$ cat config.mk
export PLATFORM = sky130hd
export DESIGN_NAME = ppg_sensor_bus_sequencer_unit
export DESIGN_NICKNAME = d
export VERILOG_FILES = /design/src/hw/rtl/pbs_pkg.sv /design/src/hw/rtl/pbs_cfg_regs.sv /design/src/hw/rtl/pbs_seq_core.sv /design/src/hw/rtl/ppg_sensor_bus_sequencer_unit.sv
export SDC_FILE = /design/constraint.sdc
export NUM_CORES = 1
export LEC_CHECK = 0
export ABC_AREA = 1
export ABC_CLOCK_PERIOD_IN_PS = 2700
export BUFFER_PORTS_ARGS = -buffer_cell sky130_fd_sc_hd__buf_2
export CORE_MARGIN = 2
export CORE_UTILIZATION = 45
export DETAILED_ROUTE_END_ITERATION = 10
export PLACE_DENSITY = 0.67
export SKIP_CTS_REPAIR_TIMING = 1
export SYNTH_ARGS = -nofsm -noshare
export SYNTH_HDL_FRONTEND = slang
export SYNTH_SLANG_ARGS = --single-unit
$ cat constraint.sdc
create_clock -name clk -period 2.7 [get_ports clk]
set_input_delay 0.405 -clock clk [delete_from_list [all_inputs] [get_ports clk]]
set_output_delay 0.405 -clock clk [all_outputs]
set_load 0.03 [all_outputs]
$ cat src/hw/rtl/pbs_pkg.sv
`default_nettype none
package pbs_pkg;

  // sizing
  localparam int SETTING_STEPS = 8;
  localparam int SAMPLE_BYTES  = 6;
  localparam int NUM_CFG       = 8;
  localparam int CFG_IDX_W     = 3;
  localparam int PHASE_W       = 4;
  localparam int STEP_W        = 3;

  // event codes
  localparam logic [1:0] OP_START = 2'd0;
  localparam logic [1:0] OP_STOP  = 2'd1;
  localparam logic [1:0] OP_IRQ   = 2'd2;
  localparam logic [1:0] OP_DONE  = 2'd3;

  // sequencer phases
  localparam logic [PHASE_W-1:0] PH_IDLE   = 4'd0;
  localparam logic [PHASE_W-1:0] PH_RESET  = 4'd1;
  localparam logic [PHASE_W-1:0] PH_PART   = 4'd2;
  localparam logic [PHASE_W-1:0] PH_WRCFG  = 4'd3;
  localparam logic [PHASE_W-1:0] PH_RDCFG  = 4'd4;
  localparam logic [PHASE_W-1:0] PH_STATUS = 4'd5;
  localparam logic [PHASE_W-1:0] PH_RDPTR  = 4'd6;
  localparam logic [PHASE_W-1:0] PH_WRPTR  = 4'd7;
  localparam logic [PHASE_W-1:0] PH_DATA   = 4'd8;
  localparam logic [PHASE_W-1:0] PH_STOP   = 4'd9;

  // sensor register map
  localparam logic [7:0] REG_INT_STATUS = 8'h00;
  localparam logic [7:0] REG_FIFO_WR    = 8'h04;
  localparam logic [7:0] REG_FIFO_RD    = 8'h06;
  localparam logic [7:0] REG_FIFO_DATA  = 8'h07;
  localparam logic [7:0] REG_MODE       = 8'h09;
  localparam logic [7:0] REG_PART_ID    = 8'hFF;
  localparam logic [7:0] MODE_RESET     = 8'h40;
  localparam logic [7:0] PART_ID        = 8'h15;

  localparam logic [2:0] LEN_WRITE  = 3'd0;
  localparam logic [2:0] LEN_REG    = 3'd1;
  localparam logic [2:0] LEN_SAMPLE = 3'(SAMPLE_BYTES);

  typedef struct packed {
    logic [1:0]  op;
    logic        irq;
    logic [2:0]  rx_len;
    logic [47:0] rx_bytes;
  } pbs_item_t;

  typedef struct packed {
    logic        bus_request;
    logic        bus_is_read;
    logic [7:0]  bus_register;
    logic [7:0]  bus_write_data;
    logic [2:0]  bus_read_length;
    logic        sample_valid;
    logic [23:0] red_sample;
    logic [23:0] ir_sample;
    logic        configured;
    logic        error_code;
    logic        transfer_pending;
  } pbs_result_t;

  function automatic logic [7:0] cfg_addr(input logic [CFG_IDX_W-1:0] idx);
    logic [7:0] a;
    case (idx)
      3'd0:    a = 8'h08;
      3'd1:    a = 8'h0A;
      3'd2:    a = 8'h09;
      3'd3:    a = 8'h0C;
      3'd4:    a = 8'h0D;
      3'd5:    a = 8'h10;
      3'd6:    a = 8'h11;
      default: a = 8'h02;
    endcase
    return a;
  endfunction

  function automatic logic [7:0] cfg_reset(input logic [CFG_IDX_W-1:0] idx);
    logic [7:0] v;
    case (idx)
      3'd0:    v = 8'd95;
      3'd1:    v = 8'd111;
      3'd2:    v = 8'd7;
      3'd3:    v = 8'd50;
      3'd4:    v = 8'd50;
      3'd5:    v = 8'd50;
      3'd6:    v = 8'd33;
      default: v = 8'd128;
    endcase
    return v;
  endfunction

endpackage
`default_nettype wire

$ cat src/hw/rtl/pbs_cfg_regs.sv
`default_nettype none
module pbs_cfg_regs (
  input  wire logic                           clk,
  input  wire logic                           rst_n,
  input  wire logic                           wr_en,
  input  wire logic [pbs_pkg::CFG_IDX_W-1:0]  wr_idx,
  input  wire logic [7:0]                     wr_data,
  input  wire logic [pbs_pkg::CFG_IDX_W-1:0]  rd_idx,
  output logic [7:0]                          rd_data
);
  import pbs_pkg::*;

  logic [7:0] setting_r [NUM_CFG];

  always_ff @(posedge clk) begin
    for (int i = 0; i < NUM_CFG; i++) begin
      if (!rst_n) begin
        setting_r[i] <= cfg_reset(CFG_IDX_W'(i));
      end else if (wr_en && wr_idx == CFG_IDX_W'(i)) begin
        setting_r[i] <= wr_data;
      end
    end
  end

  assign rd_data = setting_r[rd_idx];

endmodule
`default_nettype wire

$ cat src/hw/rtl/pbs_seq_core.sv
`default_nettype none
module pbs_seq_core (
  input  wire logic                          clk,
  input  wire logic                          rst_n,
  input  wire logic                          advance,
  input  wire pbs_pkg::pbs_item_t            item,
  input  wire logic [7:0]                    setting,
  output logic [pbs_pkg::CFG_IDX_W-1:0]      setting_idx,
  output pbs_pkg::pbs_result_t               result
);
  import pbs_pkg::*;

  logic [PHASE_W-1:0] phase_r, phase_nxt;
  logic [STEP_W-1:0]  step_r, step_nxt;
  logic               configured_r, configured_nxt;
  logic               pending_r, pending_nxt;
  logic               error_r, error_nxt;
  logic [7:0]         rd_index_r, rd_index_nxt;

  logic [STEP_W-1:0]  step_inc;
  logic               more_steps;
  logic [7:0]         b0;
  logic [4:0]         avail;

  // request fields
  logic               req, rd;
  logic [7:0]         addr, wdata;
  logic [2:0]         rlen;

  assign step_inc   = step_r + STEP_W'(1);
  assign more_steps = (step_inc != '0) && ({1'b0, step_inc} < 4'(SETTING_STEPS));
  assign b0         = item.rx_bytes[47:40];
  assign avail      = b0[4:0] - rd_index_r[4:0];
  // setting for the next config write: first one from the part check, later from step_inc
  assign setting_idx = (phase_r == PH_PART) ? '0 : step_inc;

  always_comb begin
    phase_nxt      = phase_r;
    step_nxt       = step_r;
    configured_nxt = configured_r;
    pending_nxt    = pending_r;
    error_nxt      = error_r;
    rd_index_nxt   = rd_index_r;
    req   = 1'b0;
    rd    = 1'b0;
    addr  = '0;
    wdata = '0;
    rlen  = LEN_WRITE;
    result = '0;

    unique case (item.op)
      OP_START: begin
        phase_nxt = PH_RESET;
        req = 1'b1; addr = REG_MODE; wdata = MODE_RESET;
      end
      OP_STOP: begin
        phase_nxt = PH_STOP;
      end
      OP_IRQ: begin
        if (configured_r && !pending_r) begin
          if (item.irq) begin
            phase_nxt = PH_STATUS;
            req = 1'b1; rd = 1'b1; addr = REG_INT_STATUS; rlen = LEN_REG;
          end else begin
            phase_nxt = PH_IDLE;
          end
        end
      end
      default: begin // transfer done
        pending_nxt = 1'b0;
        unique case (phase_r)
          PH_RESET: begin
            phase_nxt = PH_PART;
            req = 1'b1; rd = 1'b1; addr = REG_PART_ID; rlen = LEN_REG;
          end
          PH_PART: begin
            if (item.rx_len == LEN_REG && b0 == PART_ID) begin
              phase_nxt = PH_WRCFG;
              step_nxt  = '0;
              req = 1'b1; addr = cfg_addr('0); wdata = setting;
            end else begin
              error_nxt = 1'b1;
              phase_nxt = PH_STOP;
            end
          end
          PH_WRCFG: begin
            if (more_steps) begin
              step_nxt = step_inc;
              req = 1'b1; addr = cfg_addr(step_inc); wdata = setting;
            end else begin
              phase_nxt = PH_RDCFG;
              step_nxt  = '0;
              req = 1'b1; rd = 1'b1; addr = cfg_addr('0); rlen = LEN_REG;
            end
          end
          PH_RDCFG: begin
            if (more_steps) begin
              step_nxt = step_inc;
              req = 1'b1; rd = 1'b1; addr = cfg_addr(step_inc); rlen = LEN_REG;
            end else begin
              phase_nxt      = PH_IDLE;
              step_nxt       = '0;
              configured_nxt = 1'b1;
            end
          end
          PH_STATUS: begin
            phase_nxt = PH_RDPTR;
            req = 1'b1; rd = 1'b1; addr = REG_FIFO_RD; rlen = LEN_REG;
          end
          PH_RDPTR: begin
            if (item.rx_len == LEN_REG) rd_index_nxt = b0;
            phase_nxt = PH_WRPTR;
            req = 1'b1; rd = 1'b1; addr = REG_FIFO_WR; rlen = LEN_REG;
          end
          PH_WRPTR: begin
            if (item.rx_len == LEN_REG) begin
              if (avail != '0) begin
                phase_nxt = PH_DATA;
                req = 1'b1; rd = 1'b1; addr = REG_FIFO_DATA; rlen = LEN_SAMPLE;
              end else begin
                phase_nxt = PH_IDLE;
              end
            end
          end
          PH_DATA: begin
            if (item.rx_len == LEN_SAMPLE) begin
              result.sample_valid = 1'b1;
              result.red_sample   = item.rx_bytes[47:24];
              result.ir_sample    = item.rx_bytes[23:0];
              phase_nxt = PH_STATUS;
              req = 1'b1; rd = 1'b1; addr = REG_INT_STATUS; rlen = LEN_REG;
            end
          end
          default: ; // idle, stopped and unused codes
        endcase
      end
    endcase

    if (req) pending_nxt = 1'b1;

    result.bus_request      = req;
    result.bus_is_read      = rd;
    result.bus_register     = addr;
    result.bus_write_data   = wdata;
    result.bus_read_length  = rlen;
    result.configured       = configured_nxt;
    result.error_code       = error_nxt;
    result.transfer_pending = pending_nxt;
  end

  always_ff @(posedge clk) begin
    if (!rst_n) begin
      phase_r      <= PH_IDLE;
      step_r       <= '0;
      configured_r <= 1'b0;
      pending_r    <= 1'b0;
      error_r      <= 1'b0;
      rd_index_r   <= '0;
    end else if (advance) begin
      phase_r      <= phase_nxt;
      step_r       <= step_nxt;
      configured_r <= configured_nxt;
      pending_r    <= pending_nxt;
      error_r      <= error_nxt;
      rd_index_r   <= rd_index_nxt;
    end
  end

endmodule
`default_nettype wire

$ cat src/hw/rtl/ppg_sensor_bus_sequencer_unit.sv
`default_nettype none
// Register-bus sequencer for a two-LED pulse-oximeter sensor.
// in_*  : one event request per handshake. in_tuser carries the event kind
//         (start, stop, interrupt check, transfer done); in_tdata carries the
//         interrupt line level and the bytes returned by a finished transfer.
// out_* : exactly one result request per event: the bus transfer to issue
//         (if any), a delivered red/IR sample (if any) and the status flags
//         configured, error_code and transfer_pending after the event.
// cfg_* : write-only port for the eight setting bytes; write only while idle.
// Path:    an event accepted into the input register is decoded and lands
//         in the output register when that register is free or draining;
//         out_tvalid rises as it lands.
// Throughput: one event per cycle when not stalled; the sequencer state
//         updates as each event moves from the input to the output register.
// Stall: while out_tready is low the result holds, the input register keeps
//         one more event, and in_tready drops once both are full.
// Reset (rst_n low, synchronous): phase idle, flags cleared, both pipeline
//         registers empty, settings back to their default values.
module ppg_sensor_bus_sequencer_unit (
  input  wire logic                          clk,
  input  wire logic                          rst_n,
  // input events
  input  wire logic                          in_tvalid,
  output logic                               in_tready,
  input  wire logic [1:0]                    in_tuser,  // [1:0] operation
  // [0] irq_asserted, [3:1] rx_length, [51:4] rx_bytes, [55:52] zero
  input  wire logic [55:0]                   in_tdata,
  // results
  output logic                               out_tvalid,
  input  wire logic                          out_tready,
  // [0] bus_request, [1] bus_is_read, [9:2] bus_register, [17:10] bus_write_data,
  // [20:18] bus_read_length, [21] sample_valid, [45:22] red_sample,
  // [69:46] ir_sample, [70] configured, [71] error_code, [72] transfer_pending,
  // [79:73] zero
  output logic [79:0]                        out_tdata,
  // settings
  input  wire logic                          cfg_we,
  input  wire logic [pbs_pkg::CFG_IDX_W-1:0] cfg_index,
  input  wire logic [7:0]                    cfg_wdata
);
  import pbs_pkg::*;

  logic          item_valid_r;
  pbs_item_t     item_r;
  logic          advance;
  logic          out_valid_r;
  pbs_result_t   res_r;
  pbs_result_t   res_comb;
  logic [CFG_IDX_W-1:0] set_idx;
  logic [7:0]    set_data;

  // event moves on when the output register is free or being drained
  assign advance   = item_valid_r && (!out_valid_r || out_tready);
  assign in_tready = !item_valid_r || advance;

  always_ff @(posedge clk) begin
    if (!rst_n) begin
      item_valid_r <= 1'b0;
    end else if (in_tready) begin
      item_valid_r <= in_tvalid;
    end
  end

  always_ff @(posedge clk) begin
    if (in_tready && in_tvalid) begin
      item_r.op       <= in_tuser;
      item_r.irq      <= in_tdata[0];
      item_r.rx_len   <= in_tdata[3:1];
      item_r.rx_bytes <= in_tdata[51:4];
    end
  end

  pbs_cfg_regs u_cfg (
    .clk     (clk),
    .rst_n   (rst_n),
    .wr_en   (cfg_we),
    .wr_idx  (cfg_index),
    .wr_data (cfg_wdata),
    .rd_idx  (set_idx),
    .rd_data (set_data)
  );

  pbs_seq_core u_core (
    .clk         (clk),
    .rst_n       (rst_n),
    .advance     (advance),
    .item        (item_r),
    .setting     (set_data),
    .setting_idx (set_idx),
    .result      (res_comb)
  );

  always_ff @(posedge clk) begin
    if (!rst_n) begin
      out_valid_r <= 1'b0;
    end else if (advance) begin
      out_valid_r <= 1'b1;
    end else if (out_tready) begin
      out_valid_r <= 1'b0;
    end
  end

  always_ff @(posedge clk) begin
    if (advance) res_r <= res_comb;
  end

  assign out_tvalid = out_valid_r;
  assign out_tdata  = {7'd0,
                       res_r.transfer_pending,
                       res_r.error_code,
                       res_r.configured,
                       res_r.ir_sample,
                       res_r.red_sample,
                       res_r.sample_valid,
                       res_r.bus_read_length,
                       res_r.bus_write_data,
                       res_r.bus_register,
                       res_r.bus_is_read,
                       res_r.bus_request};

endmodule
`default_nettype wire
==> impl_metrics.csv, run 1 <==
group,metric,value,unit
hold_path,hp-class,"in -> reg",
worst_setup_path,cp.required,2920,ps
placement,placed_cells,1190,
finish,stdcell_count,1231,
floorplan,core,18890,µm²
worst_setup_path,crit_path_top_delay_cell,"ha_1",
timing,hold_viol,0,
floorplan,die_area,20550,µm²
finish,drive_above_1_share,23.84,%
worst_setup_path,crit_arrival,2390,ps
cts,clockBufferDepth,3,
global_route,antenna_found_initial,2,
routing,wl_per_cell,14.84,µm
logic_synthesis,ys_seq_area_share,68.51,%
placement,port_buffers,144,
timing,tns,0,ps
logic_synthesis,synth-xor-area-share,0,%
logic_synthesis,synth_top_cell_area_share,64.61,%
global_route,track_usage,17.84,%
worst_setup_path,critical_path_depth,9,
finish,multi_input_area,2161,µm²
timing,worst_pin_slew,801.3,ps
timing,fmax,461.1,MHz
finish,final.fill_count,1642,
timing,finalCritPeriodShare,80.32,%
global_route,grt_pass1_vias,5574,
finish,area_delta_synth_final,20.41,%
logic_synthesis,ys.flop_type,"edfxtp_1",
worst_setup_path,rrSetupSlack,530,ps
logic_synthesis,yosys.area.top_type,"edfxtp_1",
routing,drc,0,
worst_setup_path,r2r-start,"u_core.step_r[0]",
placement,hpwl,12470,µm
logic_synthesis,syn_avg_cell_area,10.98,µm²
power_and_ir_drop,leakagePower,0.004403,µW
hold_path,hold_depth,1,
logic_synthesis,yosysUniqueCellTypes,39,
placement,routabilityCongestion,0.8906,
logic_synthesis,synth_adder_area_share,1.862,%
logic_synthesis,synth_edf_count,188,
worst_setup_path,startpoint_type,"flop",
logic_synthesis,synthCells,796,
floorplan,num_rows,50,
finish,fin_nets,1041,
floorplan,start_util,46.25,%
power_and_ir_drop,power,7575,µW
timing,relSlewSlack,46.53,%
floorplan,die_w,143.3,µm
logic_synthesis,ys_top_cells_by_area,"edfxtp_1, nand2_1, nor2_1",
finish,seq_area,5986,µm²
timing,timing.final.ws_setup,531.4,ps
floorplan,dieHeight,143.3,µm
routing,avgViaCountPerCell,4.738,
routing,ant_nets,0,
worst_setup_path,crit_start,"u_core.step_r[0]",
timing,finalSetupViolations,0,
logic_synthesis,synth_warnings,0,
routing,drt-pass1-iter-count,4,
cts,htree_levels,1,
floorplan,ioPinCount,156,
global_route,grt_max_degree,49,
cts,clk_pin_slew_worst_paths,70,ps
worst_setup_path,slowest_delay,340,ps
worst_setup_path,path_cells,"ha_1 > ha_1 > inv_1 > nor2_4 > inv_2 > o21ai_1 > o22ai_1 > a21oi_1 > nor2_1",
routing,drtIter0Drc,405,
global_route,grt_overflow,0,
worst_setup_path,worstRegToRegCells,9,
routing,wl,18270,µm
timing,fin_skew,32.96,ps
worst_setup_path,crit_top_cell,"ha_1",
timing,rsz0062_at_grt,"false",
logic_synthesis,async_flop_share,0,%
timing,min_period,2169,ps
cts,cts.sinks,205,
global_route,grt_pass1_wl,28220,µm
logic_synthesis,synth_top_family_by_area,"simple AND/OR/NAND/NOR gates",
worst_setup_path,worst-path-buf-inv,2,
worst_setup_path,endpoint_kind,"flop",
routing,vias,5833,
cts,cts_tree,"yes",
worst_setup_path,timing.critical_path.fanout_max,11,
power_and_ir_drop,ir_worst_vdd,0.5248,mV
worst_setup_path,path_class,"reg -> reg",
timing,finalMaxSlewViolations,0,
flow_run,maxCapViolCount,0,
outcome,outcome,"finished clean",
cts,cts-buffers-inserted,22,
logic_synthesis,syn_area,8737,µm²
placement,place_ws,548.2,ps
placement,placed_cell_area,9721,µm²
finish,stdcell_area,10520,µm²
worst_setup_path,crit_end,"out_tdata[14]",
worst_setup_path,r2r_end,"out_tdata[14]",
cts,worstSkewPairLatency,520,ps
logic_synthesis,synth_mux_area_share,0,%
power_and_ir_drop,power_density,720.0,nW/µm²
cts,cts_root_buf,"clkbuf_16",
logic_synthesis,synth_compound_area_share,4.668,%
logic_synthesis,yosys_register_bits,205,
worst_setup_path,cp_top_family,"adder cells",
logic_synthesis,synthSimpleGateAreaFrac,17.87,%
## per-stage QoR
stage	hold slack, ps	util (%)
finish	54.29	55.68
CTS	41.88	55.66
floorplan	429.7	-
detailed placement	449.2	51.45
global placement	439.8	51.45
global route	29.73	55.68
## kinds of logic after synthesis
logic type / after synthesis
simple gates: 359
other cells: 1
compound gates: 74
buf+inv: 144
flops: 205
fa+ha+maj: 13
## cell usage after synthesis, types with 2 or more instances
master and instances:
a211oi_1 2, a21oi_1 39, buf_2 7, buf_4 15
clkbuf_1 5, clkinv_1 2, dfxtp_1 17, edfxtp_1 188
ha_1 13, inv_1 104, inv_2 9, nand2_1 154
nand2_2 6, nand3_1 38, nand3_2 8, nand4_1 2
nor2_1 128, nor2_2 5, nor2_4 2, nor2_8 2
nor3_1 10, o21a_1 2, o21ai_0 14, o21ai_1 9
## worst register-to-register path, stage by stage (launching register included)
cell and delay (ps):
dfxtp_1 320, ha_1 240, ha_1 340, inv_1 120, nor2_4 290, inv_2 150
o21ai_1 100, o22ai_1 120, a21oi_1 170, nor2_1 50
## routing by layer
layer	vias up	share of wire [%]	track usage [%]	wire, µm
met1	2701	42	23.21	7723
met5	-	0	0	0
met2	173	50	30.27	9047
met3	28	5.9	2.866	1082
met4	0	2.3	6.811	417
li1	2931	-	-	-
## report_power, final
| part | switching [µW] | internal, µW |
|---|---|---|
| combinational | 459 | 178 |
| clock | 1250 | 1990 |
| sequential | 53.7 | 3640 |
| total | 1760 | 5810 |
## cell type report
cell class                 count  share of cell area [%]
inverter                     116                   4.163
clock inverter                15                   2.248
antenna                        2                 0.04757
multi-input combinational    453                   20.54
clock buffer                  24                   5.304
timing repair buffer         156                   7.707
sequential                   205                   56.90
tap                          260                   3.092
## cell usage in the layout (no fill, tap or decap), types with 8 or more instances in the layout
cell         n
nor3_1      10
buf_2      144
nor2_1     128
ha_1        13
dfxtp_1     17
nand2_1    153
inv_1      102
nand3_1     38
nand3_2      8
edfxtp_1   188
clkbuf_16   22
o21ai_0     14
inv_2       11
o21ai_1      9
a21oi_1     39
buf_4       12
## registers in the layout, summed over array words and instances (netlist names)
register	flops
item_r	54
item_valid_r	1
out_tdata	70
out_tvalid	1
u_cfg.setting_r	64
u_core.configured_r	1
u_core.error_r	1
u_core.pending_r	1
u_core.phase_r	4
u_core.rd_index_r	5
u_core.step_r	3
## worst min path at each step
stage / slack, ps / from / endpoint
floorplan: 430 / u_core.error_r / u_core.error_r
global placement: 440 / u_core.error_r / u_core.error_r
detailed placement: 450 / u_core.error_r / u_core.error_r
CTS: 40 / in_tdata[0] / item_r[51]
global route: 30 / in_tdata[10] / item_r[6]
finish: 50 / in_tdata[0] / item_r[51]
Power figures use the tool's default switching activity.
==> run 2, diff against run 1 <==
Settings changed: ABC_CLOCK_PERIOD_IN_PS 2700 to 2200.
Clock period 2.7 ns to 2.2 ns, I/O delays scaled along.
==> run 2 against run 1 <==
  * Combinational power rose by 33%
  * Non-clock buffer count rose by 47
  * Critical path type unchanged
  * Sequential share of layout area is 2.1 points lower
  * Core utilization grew 2.2 points
==> impl_metrics.csv, run 2 (same netlist as run 1, synthesis figures left out) <==
group,metric,value,unit
worst_setup_path,endpoint_kind,"flop",
worst_setup_path,startpoint_type,"flop",
placement,routabilityCongestion,0.8613,
floorplan,core,18890,µm²
finish,final_common_cell,"edfxtp_1",
placement,port_buffers,144,
floorplan,num_rows,50,
floorplan,die_area,20550,µm²
finish,largest_reg_flops,70,
power_and_ir_drop,p_seq_share,50.1,%
cts,clockBufferDepth,3,
floorplan,start_util,46.25,%
cts,cts.sinks,205,
global_route,grt_max_degree,40,
cts,clk_pin_slew_worst_paths,60,ps
floorplan,die_w,143.3,µm
timing,fmax,509.6,MHz
cts,cts-buffers-inserted,22,
global_route,grt_overflow,0,
outcome,outcome,"finished clean",
timing,hold_slack,4.665,ps
hold_path,hp-class,"in -> reg",
power_and_ir_drop,leakagePower,0.004580,µW
cts,worstSkewPairLatency,500,ps
routing,drc,0,
global_route,grt_pass1_wl,29400,µm
routing,wl_per_cell,14.83,µm
flow_run,maxCapViolCount,0,
power_and_ir_drop,power,9059,µW
global_route,track_usage,18.30,%
routing,vias,6097,
power_and_ir_drop,ir_worst_vdd,0.5183,mV
timing,hold_viol,0,
routing,ant_nets,0,
finish,stdcell_count,1278,
routing,drt-pass1-iter-count,5,
placement,place_ws,87.58,ps
finish,drive_above_1_share,23.21,%
floorplan,dieHeight,143.3,µm
power_and_ir_drop,pwr-share-comb,9.3,%
timing,worst_pin_slew,538.4,ps
routing,drtIter0Drc,415,
power_and_ir_drop,p_clk_share,40.6,%
power_and_ir_drop,intPower,6947,µW
timing,rsz0062_at_grt,"false",
power_and_ir_drop,p_switching,2112,µW
worst_setup_path,crit_arrival,2190,ps
cts,htree_levels,1,
power_and_ir_drop,power_density,828.8,nW/µm²
timing,finalMaxSlewViolations,0,
finish,area_delta_synth_final,25.10,%
timing,relSlewSlack,64.05,%
routing,avgViaCountPerCell,4.771,
worst_setup_path,timing.critical_path.fanout_max,8,
timing,timing.final.ws_setup,237.6,ps
cts,cts_root_buf,"clkbuf_16",
timing,finalSetupViolations,0,
placement,placed_cells,1194,
timing,finalCritPeriodShare,89.20,%
timing,tns,0,ps
global_route,antenna_found_initial,1,
worst_setup_path,path_class,"reg -> reg",
cts,cts_tree,"yes",
timing,fin_skew,9.229,ps
finish,layout_common_cells,"edfxtp_1, nand2_1, buf_2",
power_and_ir_drop,switching_share,23.31,%
timing,min_period,1962,ps
routing,wl,18950,µm
finish,fin_nets,1088,
global_route,grt_pass1_vias,5699,
placement,hpwl,13130,µm
worst_setup_path,cp.required,2430,ps
floorplan,ioPinCount,156,
run 2: changes by cell type in the layout (fill, tap and decap cells not counted), moves of 2 or more:
cell	change
clkinv_1	+3
clkbuf_1	+4
inv_2	-2
clkinv_8	+2
bufinv_16	-2
buf_4	+7
dlygate4sd3_1	+39
clkinvlp_4	-2
run 2: critical path, cell delays in order, from the launching register on:
cell and delay, ps:
dfxtp_1 320, ha_1 240, ha_1 340, inv_1 120
nor2_4 180, inv_2 110, o21ai_1 90, o22ai_1 90
a21oi_1 150, nor2_1 50
run 2: per-stage QoR:
stage | area, µm² | util, %
2_1_floorplan | 8773 | -
3_3_place_gp | 9777 | 51.75
3_5_place_dp | 9777 | 51.75
4_1_cts | 10500 | 55.58
5_1_grt | 10930 | 57.85
6_report | 10930 | 57.85
run 2: path summary, 6_finish.rpt:
check / from / endpoint / slack, ps / cells after the start
max: u_core.step_r[0] / out_tdata[14] / 240 / 9
min: in_tdata[6] / item_r[2] / 5 / 1
max reg2reg: u_core.step_r[0] / out_tdata[14] / 240 / 9
min reg2reg: u_core.error_r / u_core.error_r / 460 / 2
run 2: power groups by stage:
stage / sequential (µW) / clock [µW] / combinational [µW]
after floorplan: 4730 / 0 / 411
after global placement: 4610 / 0 / 776
after detailed placement: 4620 / 0 / 786
after CTS: 4540 / 3730 / 790
after global routing: 4560 / 3890 / 928
final: 4540 / 3680 / 845
run 2: per-layer routing:
layer  track usage [%]  up-vias  part of all wire, %
met5                 0        -                    0
met4             6.863        0                  2.6
met3             2.333       37                  5.2
met2             30.72      182                   49
met1             24.53     2847                   44
li1                  -     3031                    -
run 2: cell type report:
class | count | area, µm²
Fill cell | 1654 | 7963
Sequential cell | 205 | 5987
Multi-Input combinational cell | 453 | 2172
Timing Repair Buffer | 203 | 1274
Clock buffer | 28 | 573.1
Inverter | 116 | 445.4
Tap cell | 260 | 325.3
Clock inverter | 12 | 151.4
Antenna cell | 1 | 2.502
